### config.mk
export PLATFORM = sky130hd
export DESIGN_NAME = tlbpt_ram
export DESIGN_NICKNAME = d
export VERILOG_FILES = /design/src/rtl/tlbpt_ram.sv
export SDC_FILE = /design/constraint.sdc
export NUM_CORES = 1
export LEC_CHECK = 0
export ABC_AREA = 1
export BUFFER_PORTS_ARGS = -buffer_cell sky130_fd_sc_hd__buf_2
export CORE_MARGIN = 4
export CORE_UTILIZATION = 33
export CTS_CLUSTER_SIZE = 30
export DETAILED_ROUTE_END_ITERATION = 6
export PLACE_DENSITY_LB_ADDON = 0.25
export SETUP_SLACK_MARGIN = 0.3
export SLEW_MARGIN = 20
export SYNTH_ARGS = -nofsm -noshare
export SYNTH_HDL_FRONTEND = slang
export SYNTH_SLANG_ARGS = --single-unit
### constraint.sdc
create_clock -name i_clk -period 3.1 [get_ports i_clk]
set_input_delay 0.62 -clock i_clk [delete_from_list [all_inputs] [get_ports i_clk]]
set_output_delay 0.62 -clock i_clk [all_outputs]
set_load 0.05 [all_outputs]
### src/rtl/tlbpt_ram.sv
// Generic single-port-write, single-read RAM with registered read.
// No dependencies.
module tlbpt_ram #(
    parameter int WIDTH = 8,
    parameter int DEPTH = 16
) (
    input  logic                     i_clk,
    input  logic                     i_we,
    input  logic [$clog2(DEPTH)-1:0] i_waddr,
    input  logic [WIDTH-1:0]         i_wdata,
    input  logic [$clog2(DEPTH)-1:0] i_raddr,
    output logic [WIDTH-1:0]         o_rdata
);
    logic [WIDTH-1:0] r_mem [DEPTH];
    logic [WIDTH-1:0] r_rdata;

    always_ff @(posedge i_clk) begin
        if (i_we) begin
            r_mem[i_waddr] <= i_wdata;
        end
        r_rdata <= r_mem[i_raddr];
    end

    assign o_rdata = r_rdata;
endmodule

==> reports/results.ini <==
[status]
status = completed

[sta]
fin_worst_hold_slack_ps = 560
min_period_over_period = 0.562
setup_viol = 0
final.setup.tns_ps = 0
max-slew-margin-rel = 0.394
report.final.slew_viol_count = 0
unrepaired_setup_endpoints_after_global_routing = false
maxClockFrequency_ghz = 0.574
period_needed_ps = 1740
finalHoldViolations = 0
clock_skew_ps = 7.30
timing_worst_slew_pin_value_ps = 905

[critical_path]
critical_path_required_ps = 3130
startpoint = i_waddr[3]
setup.worst_path.class = input pin to flop
worst-r2r-setup-slack_ps = 1980
worst_r2r_endpoint = o_rdata[4]
worstPathArrival_ps = 1770
worstReg2RegStart = r_mem[9][4]
endpoint_kind = flop
r2r.worst_path.cells = 6
worstSetupStartpointType = input pin
path_max_fanout = 8

[detailed_routing]
final_wirelength_mm = 13.3
route.antenna.remaining_nets = 0
first_pass_iters = 5
vias = 3665
first_iter_violations = 282
avgViaCountPerCell = 4.50
remaining_drc_errors = 0
wl_per_cell_um = 16.3

[yosys]
synthesis.area_per_instance_um2 = 10.5
synth_seq_area_share = 0.694
muxShareOfSynthArea = 0
yosys.area.top_type = sky130_fd_sc_hd__edfxtp_1
synth.lib_cells_used.distinct = 12
dominant_combinational_cell_family_by_area_after_synthesis = simple AND/OR/NAND/NOR gates
post_synth_xor_area_fraction = 0
synth_area_mm2 = 0.00577
yosys.area_share.adder = 0
netlist_top_cells_area = sky130_fd_sc_hd__edfxtp_1 67%, sky130_fd_sc_hd__nand2_1 11%, sky130_fd_sc_hd__nand3_1 8.4%
ys_ff_latch = 136
synth_warnings = 0
synth_top_area_frac = 0.667
syn_nets = 569
synth_simple_gate_area_frac = 0.210
synth_compound_area_frac = 0
synthCells = 551

[cts]
cts_tree = done
cts_made_buffers = 17
clock_path_buffers = 2
ctsHoldBuffers = 0
clk-insertion-delay-late_ps = 410
ctsRootBufferMaster = sky130_fd_sc_hd__clkbuf_16
post_cts.resized_instances = 0
cts_num_sinks = 136
clk_pin_slew_worst_paths_ps = 60
post-cts-setup-buffers = 0
htree_levels = 4

[placed_design]
place_area_mm2 = 0.00605
placement.io_buffers = 25
detailedPlacementHpwl_mm = 8.12
place_congestion = 0.792

[layout]
core_occupancy_in_the_finished_layout = 0.383
multi_input_comb_area_mm2 = 0.00121
final.fill_count = 1688
syn2layout_area_growth_pct = 14.4
antenna-diode-count = 0
final_nets = 595
drive_above_1_share = 0.102
stdcell_area_mm2 = 0.00660
seqCellArea_mm2 = 0.00400

[pwr]
max-vdd-ir-drop_v = 0.000378
power.leakage_uw = 0.00282
power_density_mw_per_mm2 = 640

[floorplan]
fp.dieH_um = 140
floorplan.core_area_mm2 = 0.0172
dieWidth_um = 140
overall_die_area_mm2 = 0.0197
initial_core_util = 0.335
placement_rows = 48
boundaryPins = 26

[global_route]
grt_overflow = 0
global_route.usage.total = 0.141
grt_start_max_net_pins = 65
grt_pass1_vias = 3595
number_of_antenna_violations_at_the_first_check_in_global_routing = 0
grt_pass1_wl_mm = 20.8

[worst_hold_path]
holdPathStages = 3
worstHoldStart = i_raddr[3]
class_of_the_tightest_hold_or_removal_check = input pin to flop
hold_path_end = o_rdata[5]

[run]
timing.max_cap.violations = 0

==> cell families after synthesis <==
kind of cell	after synthesis
simple gates	289
flops	136
buf+inv	126
==> Yosys cell counts <==
cell	count
sky130_fd_sc_hd__nand2_1	173
sky130_fd_sc_hd__edfxtp_1	128
sky130_fd_sc_hd__inv_1	100
sky130_fd_sc_hd__nand3_1	97
sky130_fd_sc_hd__nor2_1	17
sky130_fd_sc_hd__buf_2	13
sky130_fd_sc_hd__dfxtp_1	8
sky130_fd_sc_hd__buf_6	6
sky130_fd_sc_hd__buf_4	4
sky130_fd_sc_hd__inv_2	2
sky130_fd_sc_hd__nand3b_1	2
sky130_fd_sc_hd__buf_1	1
==> layout by cell type (no fill, tap or decap), drive strengths merged <==
| cell | Yosys | final |
|---|---|---|
| buf | 24 | 31 |
| bufinv | 0 | 2 |
| clkbuf | 0 | 19 |
| clkinv | 0 | 9 |
| clkinvlp | 0 | 1 |
| dfxtp | 8 | 8 |
| edfxtp | 128 | 128 |
| inv | 102 | 102 |
| nand2 | 173 | 173 |
| nand3 | 97 | 97 |
| nand3b | 2 | 2 |
| nor2 | 17 | 17 |
==> critical path, cell delays in order <==
cell	delay, ps
sky130_fd_sc_hd__buf_2	120
sky130_fd_sc_hd__nand3b_1	280
sky130_fd_sc_hd__nor2_1	750
==> worst max path at each step <==
| stage | endpoint | slack, ps | depth (start not counted) |
|---|---|---|---|
| global placement | r_mem[5][1] | 970 | 3 |
| detailed placement | r_mem[5][1] | 940 | 3 |
| CTS | o_rdata[5] | 1370 | 1 |
| floorplan | r_mem[10][0] | 1530 | 2 |
| finish | r_mem[5][7] | 1360 | 3 |
| global route | r_mem[5][7] | 1290 | 3 |
==> routing by layer <==
| layer | GRT usage | wire (um) | vias to the layer above |
|---|---|---|---|
| li1 | - | - | 1821 |
| met1 | 0.194 | 6290 | 1752 |
| met2 | 0.223 | 6240 | 78 |
| met3 | 0.0314 | 543 | 14 |
| met4 | 0.0444 | 205 | 0 |
| met5 | 0 | 0 | - |
==> through the flow <==
step | power (uW) | std cells | worst slack [ps]
2_1_floorplan | 2290 | 551 | 1530
4_1_cts | 4260 | 814 | 1370
6_report | 4220 | 814 | 1360
3_3_place_gp | 2390 | 783 | 970
3_5_place_dp | 2390 | 783 | 935
5_1_grt | 4360 | 814 | 1290
==> where the power goes <==
part	leakage, uW	total, uW	switching (uW)	internal, uW
clock	0.000271	1870	707	1160
combinational	0.00132	283	216	67.0
sequential	0.00122	2070	11.6	2060
==> registers in the layout, summed over array words and instances, names as in the netlist <==
| name | flops |
|---|---|
| o_rdata | 8 |
| r_mem | 128 |
==> final cells by class <==
class                      instances  area share
multi-input combinational        289       0.184
inverter                         102      0.0581
clock buffer                      19      0.0656
sequential                       136       0.607
timing repair buffer              31      0.0258
tap                              225      0.0427
clock inverter                    12      0.0167
Note: power is estimated with default switching activity, not from simulation.
