===== src/rtl/tlbpt_pkg.sv =====
// Package for the TLB page table translator.
// Holds the shared stamp width and the sequencer state codes; no dependencies.
package tlbpt_pkg;
    localparam int STAMP_W = 32;
    localparam logic [3:0] S_IDLE   = 4'd0;
    localparam logic [3:0] S_TLB    = 4'd1;
    localparam logic [3:0] S_PT     = 4'd2;
    localparam logic [3:0] S_PTW    = 4'd3;
    localparam logic [3:0] S_SCAN   = 4'd4;
    localparam logic [3:0] S_OWN    = 4'd5;
    localparam logic [3:0] S_OWNW   = 4'd6;
    localparam logic [3:0] S_EVPV   = 4'd7;
    localparam logic [3:0] S_FILL   = 4'd8;
    localparam logic [3:0] S_STAMP  = 4'd9;
    localparam logic [3:0] S_DONE   = 4'd10;
    localparam logic [3:0] S_TWAIT  = 4'd11;
endpackage


===== src/rtl/tlbpt_tlb.sv =====
// TLB slot array: valid bits, tags, frames and use stamps in flip-flops,
// with a fully associative lookup and a one-slot-per-cycle oldest-stamp walk.
// Depends on tlbpt_pkg.
module tlbpt_tlb #(
    parameter int SLOTS = 16,
    parameter int PW    = 8,
    parameter int FW    = 7
) (
    input  logic                     i_clk,
    input  logic                     i_rst_n,
    input  logic [PW-1:0]            i_page,
    input  logic                     i_inval,
    input  logic [PW-1:0]            i_inval_page,
    input  logic                     i_fill,
    input  logic [FW-1:0]            i_fill_frame,
    input  logic                     i_stamp,
    input  logic [$clog2(SLOTS)-1:0] i_stamp_slot,
    input  logic [tlbpt_pkg::STAMP_W-1:0] i_stamp_val,
    input  logic                     i_scan,
    output logic                     o_scan_busy,
    output logic                     o_hit,
    output logic [$clog2(SLOTS)-1:0] o_hit_slot,
    output logic [FW-1:0]            o_hit_frame,
    output logic [$clog2(SLOTS)-1:0] o_victim
);
    import tlbpt_pkg::*;
    localparam int SW = (SLOTS > 1) ? $clog2(SLOTS) : 1;

    logic [SLOTS-1:0]   r_valid;
    logic [PW-1:0]      r_tag   [SLOTS];
    logic [FW-1:0]      r_frame [SLOTS];
    logic [STAMP_W-1:0] r_use   [SLOTS];
    logic [SW-1:0]      r_tidx;
    logic [SW-1:0]      r_old;
    logic [STAMP_W-1:0] r_old_use;
    logic               r_tbusy;

    always_comb begin
        o_hit       = 1'b0;
        o_hit_slot  = '0;
        o_hit_frame = '0;
        for (int s = SLOTS - 1; s >= 0; s--) begin
            if (r_valid[s] && r_tag[s] == i_page) begin
                o_hit       = 1'b1;
                o_hit_slot  = SW'(s);
                o_hit_frame = r_frame[s];
            end
        end
    end

    // Victim: lowest free slot, else the oldest stamp found by the walk.
    always_comb begin
        logic found;
        found    = 1'b0;
        o_victim = r_old;
        for (int s = 0; s < SLOTS; s++) begin
            if (!found && !r_valid[s]) begin
                found    = 1'b1;
                o_victim = SW'(s);
            end
        end
    end

    assign o_scan_busy = r_tbusy;

    always_ff @(posedge i_clk) begin
        if (!i_rst_n) begin
            r_valid <= '0;
            r_tbusy <= 1'b0;
        end else begin
            if (i_inval) begin
                for (int s = 0; s < SLOTS; s++) begin
                    if (r_tag[s] == i_inval_page) r_valid[s] <= 1'b0;
                end
            end
            if (i_fill) r_valid[o_victim] <= 1'b1;
            if (i_scan) begin
                r_tbusy <= (SLOTS > 1);
            end else if (r_tbusy && r_tidx == SW'(SLOTS - 1)) begin
                r_tbusy <= 1'b0;
            end
        end
        // Walk one slot per cycle; strict compare keeps the lowest index on ties.
        if (i_scan) begin
            r_tidx    <= SW'(1);
            r_old     <= '0;
            r_old_use <= r_use[0];
        end else if (r_tbusy) begin
            if (r_use[r_tidx] < r_old_use) begin
                r_old     <= r_tidx;
                r_old_use <= r_use[r_tidx];
            end
            r_tidx <= r_tidx + 1'b1;
        end
        if (i_fill) begin
            r_tag[o_victim]   <= i_page;
            r_frame[o_victim] <= i_fill_frame;
        end
        if (i_stamp) r_use[i_stamp_slot] <= i_stamp_val;
    end
endmodule


===== config.mk =====
export PLATFORM = sky130hd
export DESIGN_NAME = tlbpt_tlb
export DESIGN_NICKNAME = d
export VERILOG_FILES = /design/src/rtl/tlbpt_pkg.sv /design/src/rtl/tlbpt_tlb.sv
export SDC_FILE = /design/constraint.sdc
export NUM_CORES = 1
export LEC_CHECK = 0
export BUFFER_PORTS_ARGS = -buffer_cell sky130_fd_sc_hd__buf_4
export CAP_MARGIN = 40
export CORE_ASPECT_RATIO = 1.2
export CORE_MARGIN = 1
export CORE_UTILIZATION = 55
export DETAILED_ROUTE_END_ITERATION = 16
export GPL_TIMING_DRIVEN = 0
export MAX_ROUTING_LAYER = met4
export PLACE_DENSITY = 0.71
export RECOVER_POWER = 25
export SYNTH_ARGS = -nofsm -noshare
export SYNTH_HDL_FRONTEND = slang
export SYNTH_SLANG_ARGS = --single-unit

===== constraint.sdc =====
create_clock -name i_clk -period 6.9 [get_ports i_clk]
set_input_delay 1.035 -clock i_clk [delete_from_list [all_inputs] [get_ports i_clk]]
set_output_delay 1.035 -clock i_clk [all_outputs]
set_load 0.01 [all_outputs]

==> metrics <==
syn nets=between 2,000 and 2,500; total die area=~64,000 um2; xor/xnor share of the synthesized area=between 6 and 7%; ranking of synthesized cells by instance count=sky130_fd_sc_hd__edfxtp_1, sky130_fd_sc_hd__mux4_2, sky130_fd_sc_hd__xor2_1, sky130_fd_sc_hd__xnor2_1, sky130_fd_sc_hd__nor3_1; total clock buffers created by CTS=between 70 and 80; final weighted congestion in routability-driven placement=between 0.9 and 1; clock network fraction of design power=39.3%; RSZ-0062 raised after global routing=false; kind of cell adding the most delay to the critical path=compound AO/OA/AOI/OAI gates; first-pass iteration count of the detailed router=7; post-synth design cell area=approximately 34,000 um2; number of enable flip-flop cells after synthesis=between 700 and 800; total number of vias=approximately 19,000; sequential fraction of the synthesis area=around 70%; crit path cell chain=buf_2 > buf_1 > clkbuf_1 > mux4_2 > mux4_2 > ha_1 > a21o_1 > a2111oi_0 > o31ai_1 > a221oi_2 > a21oi_2 > nand2b_2 > buf_12; final routed wire length divided by cell count=28.3 um; number of global-route vias before repair=just over 20,000; CTS Root Buffer Type=sky130_fd_sc_hd__clkbuf_16; filler cell count in the final layout=roughly 4,300; proportion of synthesized flip-flops having asynchronous set or reset=0%; peak supply drop=approximately 0.25 mV; most frequent cell after synthesis=sky130_fd_sc_hd__edfxtp_1; nets=2,305; outcome=finished clean; critical path arrival=6.58 ns; net switching component of the power=2440 uW; power share of the combinational group=between 8 and 9%; Clock Skews=~0.023 ns; MaxCap Viol Count=0; multiplexer area fraction after synthesis=around an eighth; post-synthesis simple-gate area fraction=slightly above 6%; hold violation count in the final report=0; largest fanout of any net on the critical path=17; number of warnings issued by yosys=0; Crit. End Element=flop; share of the cycle needed by the critical path after routing=about 90%; DIE WIDTH=roughly 230 um; Top FF cell, synth=sky130_fd_sc_hd__edfxtp_1; starting density of the core=around 56%; average size of a mapped cell=~17 um2; share of post-route cells with drive strength above 1=21.5%; biggest cell delay along the critical path=0.71 ns; number of setup violations in the final report=0; number of buffers inserted to repair setup after CTS=0; worst-skew pair later-pin latency=between 0.6 and 0.7 ns; crit path setup slack, layout=0.660 ns; sum of routed wire length over all layers=between 80,000 and 90,000 um; Sw Ratio=between 20% and 30%; top achievable clock speed=between 150 and 200 MHz; height of the die=between 200 and 300 um; P_leak=0.0130 uW; Top-Level Pins=between 80 and 90; cell type with the highest occurrence count on the critical path=sky130_fd_sc_hd__mux4_2; number of synthesized register bits=between 800 and 900; TritonCTS sink count=roughly 800; cell row count=100; shortest clock period the worst path allows after layout=6.24 ns; Netlist cell types=61; pin count of the biggest net entering global routing=20; part of the power in registers=51.7%; Synth Instances=about 2,000; pwr dens=roughly 270 nW/um2; cell internal power dissipation=between 8000 and 9000 uW; hold buffer count at cts=0; Residual DRC=0; estimated wirelength of the detail-placed design=between 50,000 and 60,000 um; number of max-slew violations in the final report=0; growth of design area from synthesis to finish=15.2%; violation count after the first detailed-route iteration=between 1,500 and 2,000; Pwr Total=between 10,000 and 15,000 uW; via/cell ratio=roughly 6.2; total routing usage reported by global routing=between 20 and 30%; cell type with the largest total area after synthesis=sky130_fd_sc_hd__edfxtp_1; CP bufs+invs=4; critical path's slowest cell=sky130_fd_sc_hd__clkbuf_1; startpoint-to-endpoint class of the critical path=flop to flop; H-Tree Level Count=3; worst-case clock buffer depth=3; GRT Residual Overflow=0; number of buffers added on ports=70; critical path data required time=approximately 7.2 ns; count of nets left with antenna violations after detail routing=0; post-placement worst setup slack=0.671 ns; post-synthesis compound-gate area fraction=2.60%; Worst Setup Start Kind=flop; biggest area contributors in the synthesized netlist=sky130_fd_sc_hd__edfxtp_1, sky130_fd_sc_hd__mux4_2, sky130_fd_sc_hd__xor2_1; core region area=between 60,000 and 70,000 um2; worst-case headroom to the max-slew limit=38.4%; number of gates resized after CTS=0; post-synthesis adder-cell area fraction=1.16%; TritonCTS clock tree=built; initial antenna violation count=4; global-route wire length before repair=130,000 um; slew at the pin closest to its max-slew limit=around 0.92 ns; setup total negative slack=0 ns; worst hold path class=flop to flop; top-area cell type share of the netlist area=between 60 and 70%; clock-pin transition on the worst setup and hold timing paths=0.06 ns; largest family of logic cells by synthesized area=multiplexers; share of the core filled with cells=about 64%
## power by group through the flow
stage / sequential [uW] / combinational, uW / clock [uW]
final: 5580 / 966 / 4250
after global routing: 5590 / 1040 / 4460
after CTS: 5580 / 981 / 4300
after detailed placement: 5690 / 968 / 0
after global placement: 5690 / 891 / 0
after floorplan: 5680 / 588 / 0
## layout by cell type (no fill, tap or decap), types with 7 or more instances in the layout
| cell type | count |
|---|---|
| sky130_fd_sc_hd__o21ai_0 | 21 |
| sky130_fd_sc_hd__ha_1 | 32 |
| sky130_fd_sc_hd__nand4_1 | 55 |
| sky130_fd_sc_hd__nor3_2 | 21 |
| sky130_fd_sc_hd__o211ai_1 | 9 |
| sky130_fd_sc_hd__buf_12 | 10 |
| sky130_fd_sc_hd__clkinv_1 | 24 |
| sky130_fd_sc_hd__a21oi_1 | 14 |
| sky130_fd_sc_hd__xor2_1 | 157 |
| sky130_fd_sc_hd__nor2_4 | 12 |
| sky130_fd_sc_hd__buf_2 | 24 |
| sky130_fd_sc_hd__buf_4 | 56 |
| sky130_fd_sc_hd__nor4_1 | 40 |
| sky130_fd_sc_hd__clkinv_2 | 14 |
| sky130_fd_sc_hd__edfxtp_1 | 784 |
| sky130_fd_sc_hd__nand2b_1 | 11 |
| sky130_fd_sc_hd__buf_16 | 7 |
| sky130_fd_sc_hd__nand3_1 | 52 |
| sky130_fd_sc_hd__nor2_1 | 49 |
| sky130_fd_sc_hd__mux4_2 | 160 |
| sky130_fd_sc_hd__o21ai_1 | 24 |
| sky130_fd_sc_hd__inv_1 | 49 |
| sky130_fd_sc_hd__nor3_1 | 50 |
| sky130_fd_sc_hd__dfxtp_1 | 29 |
| sky130_fd_sc_hd__and2_1 | 10 |
| sky130_fd_sc_hd__clkbuf_1 | 104 |
| sky130_fd_sc_hd__clkbuf_16 | 82 |
| sky130_fd_sc_hd__nand2_1 | 43 |
| sky130_fd_sc_hd__xnor2_1 | 102 |
| sky130_fd_sc_hd__mux2i_1 | 13 |
| sky130_fd_sc_hd__mux2_2 | 33 |
| sky130_fd_sc_hd__buf_1 | 7 |
| sky130_fd_sc_hd__or3_1 | 16 |
| sky130_fd_sc_hd__buf_8 | 10 |
| sky130_fd_sc_hd__buf_6 | 34 |
| sky130_fd_sc_hd__a31oi_1 | 7 |
## layer usage
metal	share of wire, %	up-vias	global-route usage, %
met5	0	-	-
met4	4.5	0	13.5
met3	5.5	219	3.81
met2	53	789	50.5
met1	37	9840	33.4
li1	-	8326	-
## state kept, by name (all words and copies together) (netlist names), named ones only
| name | count |
|---|---|
| r_valid | 16 |
| r_tidx | 4 |
| r_old | 4 |
| r_use | 512 |
| o_scan_busy | 1 |
| r_old_use | 32 |
| r_tag | 128 |
| r_frame | 112 |
## final cells by class
class	instances	area, um2	area share [%]
Inverter	53	199	0.501
Multi-Input combinational cell	1018	9940	25.1
Clock inverter	49	437	1.10
Buffer	91	373	0.939
Sequential cell	813	24100	60.8
Timing Repair Buffer	152	1490	3.75
Antenna cell	4	10.0	0.0252
Tap cell	816	1020	2.57
Clock buffer	93	2090	5.27
## worst reg2reg max path: cells and delay by family, from the launching register on
kind	cells	cell delay, ns
compound gates	5	1.92
flops	1	0.38
buf+inv	4	1.84
simple gates	1	0.46
mux	2	0.97
fa+ha+maj	1	0.35
## through the flow
step / instance area (um2) / hold WS, ns / std cells
2_1_floorplan: 34400 / 0.455 / 1975
3_3_place_gp: 36000 / 0.500 / 2861
3_5_place_dp: 37300 / 0.500 / 2943
4_1_cts: 39800 / 0.517 / 3085
5_1_grt: 39700 / 0.537 / 3089
6_report: 39700 / 0.529 / 3089
## cell families (layout without fill, tap and decap cells)
kind of cell / count (synthesis) / in the layout
flip-flops: 813 / 813
AND/OR/NAND/NOR: 390 / 390
XOR/XNOR: 259 / 259
multiplexers: 206 / 206
buffers and inverters: 144 / 438
AO/OA/AOI/OAI: 131 / 131
adder cells (fa/ha/maj): 32 / 32
other: 0 / 4
## path summary, 6_finish.rpt
check / slack [ns] / depth (start not counted) / from / end
worst max-delay path: 0.66 / 13 / flop / r_old_use[5]
worst min-delay path: 0.53 / 2 / r_valid[7] / r_valid[7]
worst max register to register: 0.66 / 13 / flop / r_old_use[5]
worst min register to register: 0.53 / 2 / r_valid[7] / r_valid[7]
(Power assumes the default switching activity.)
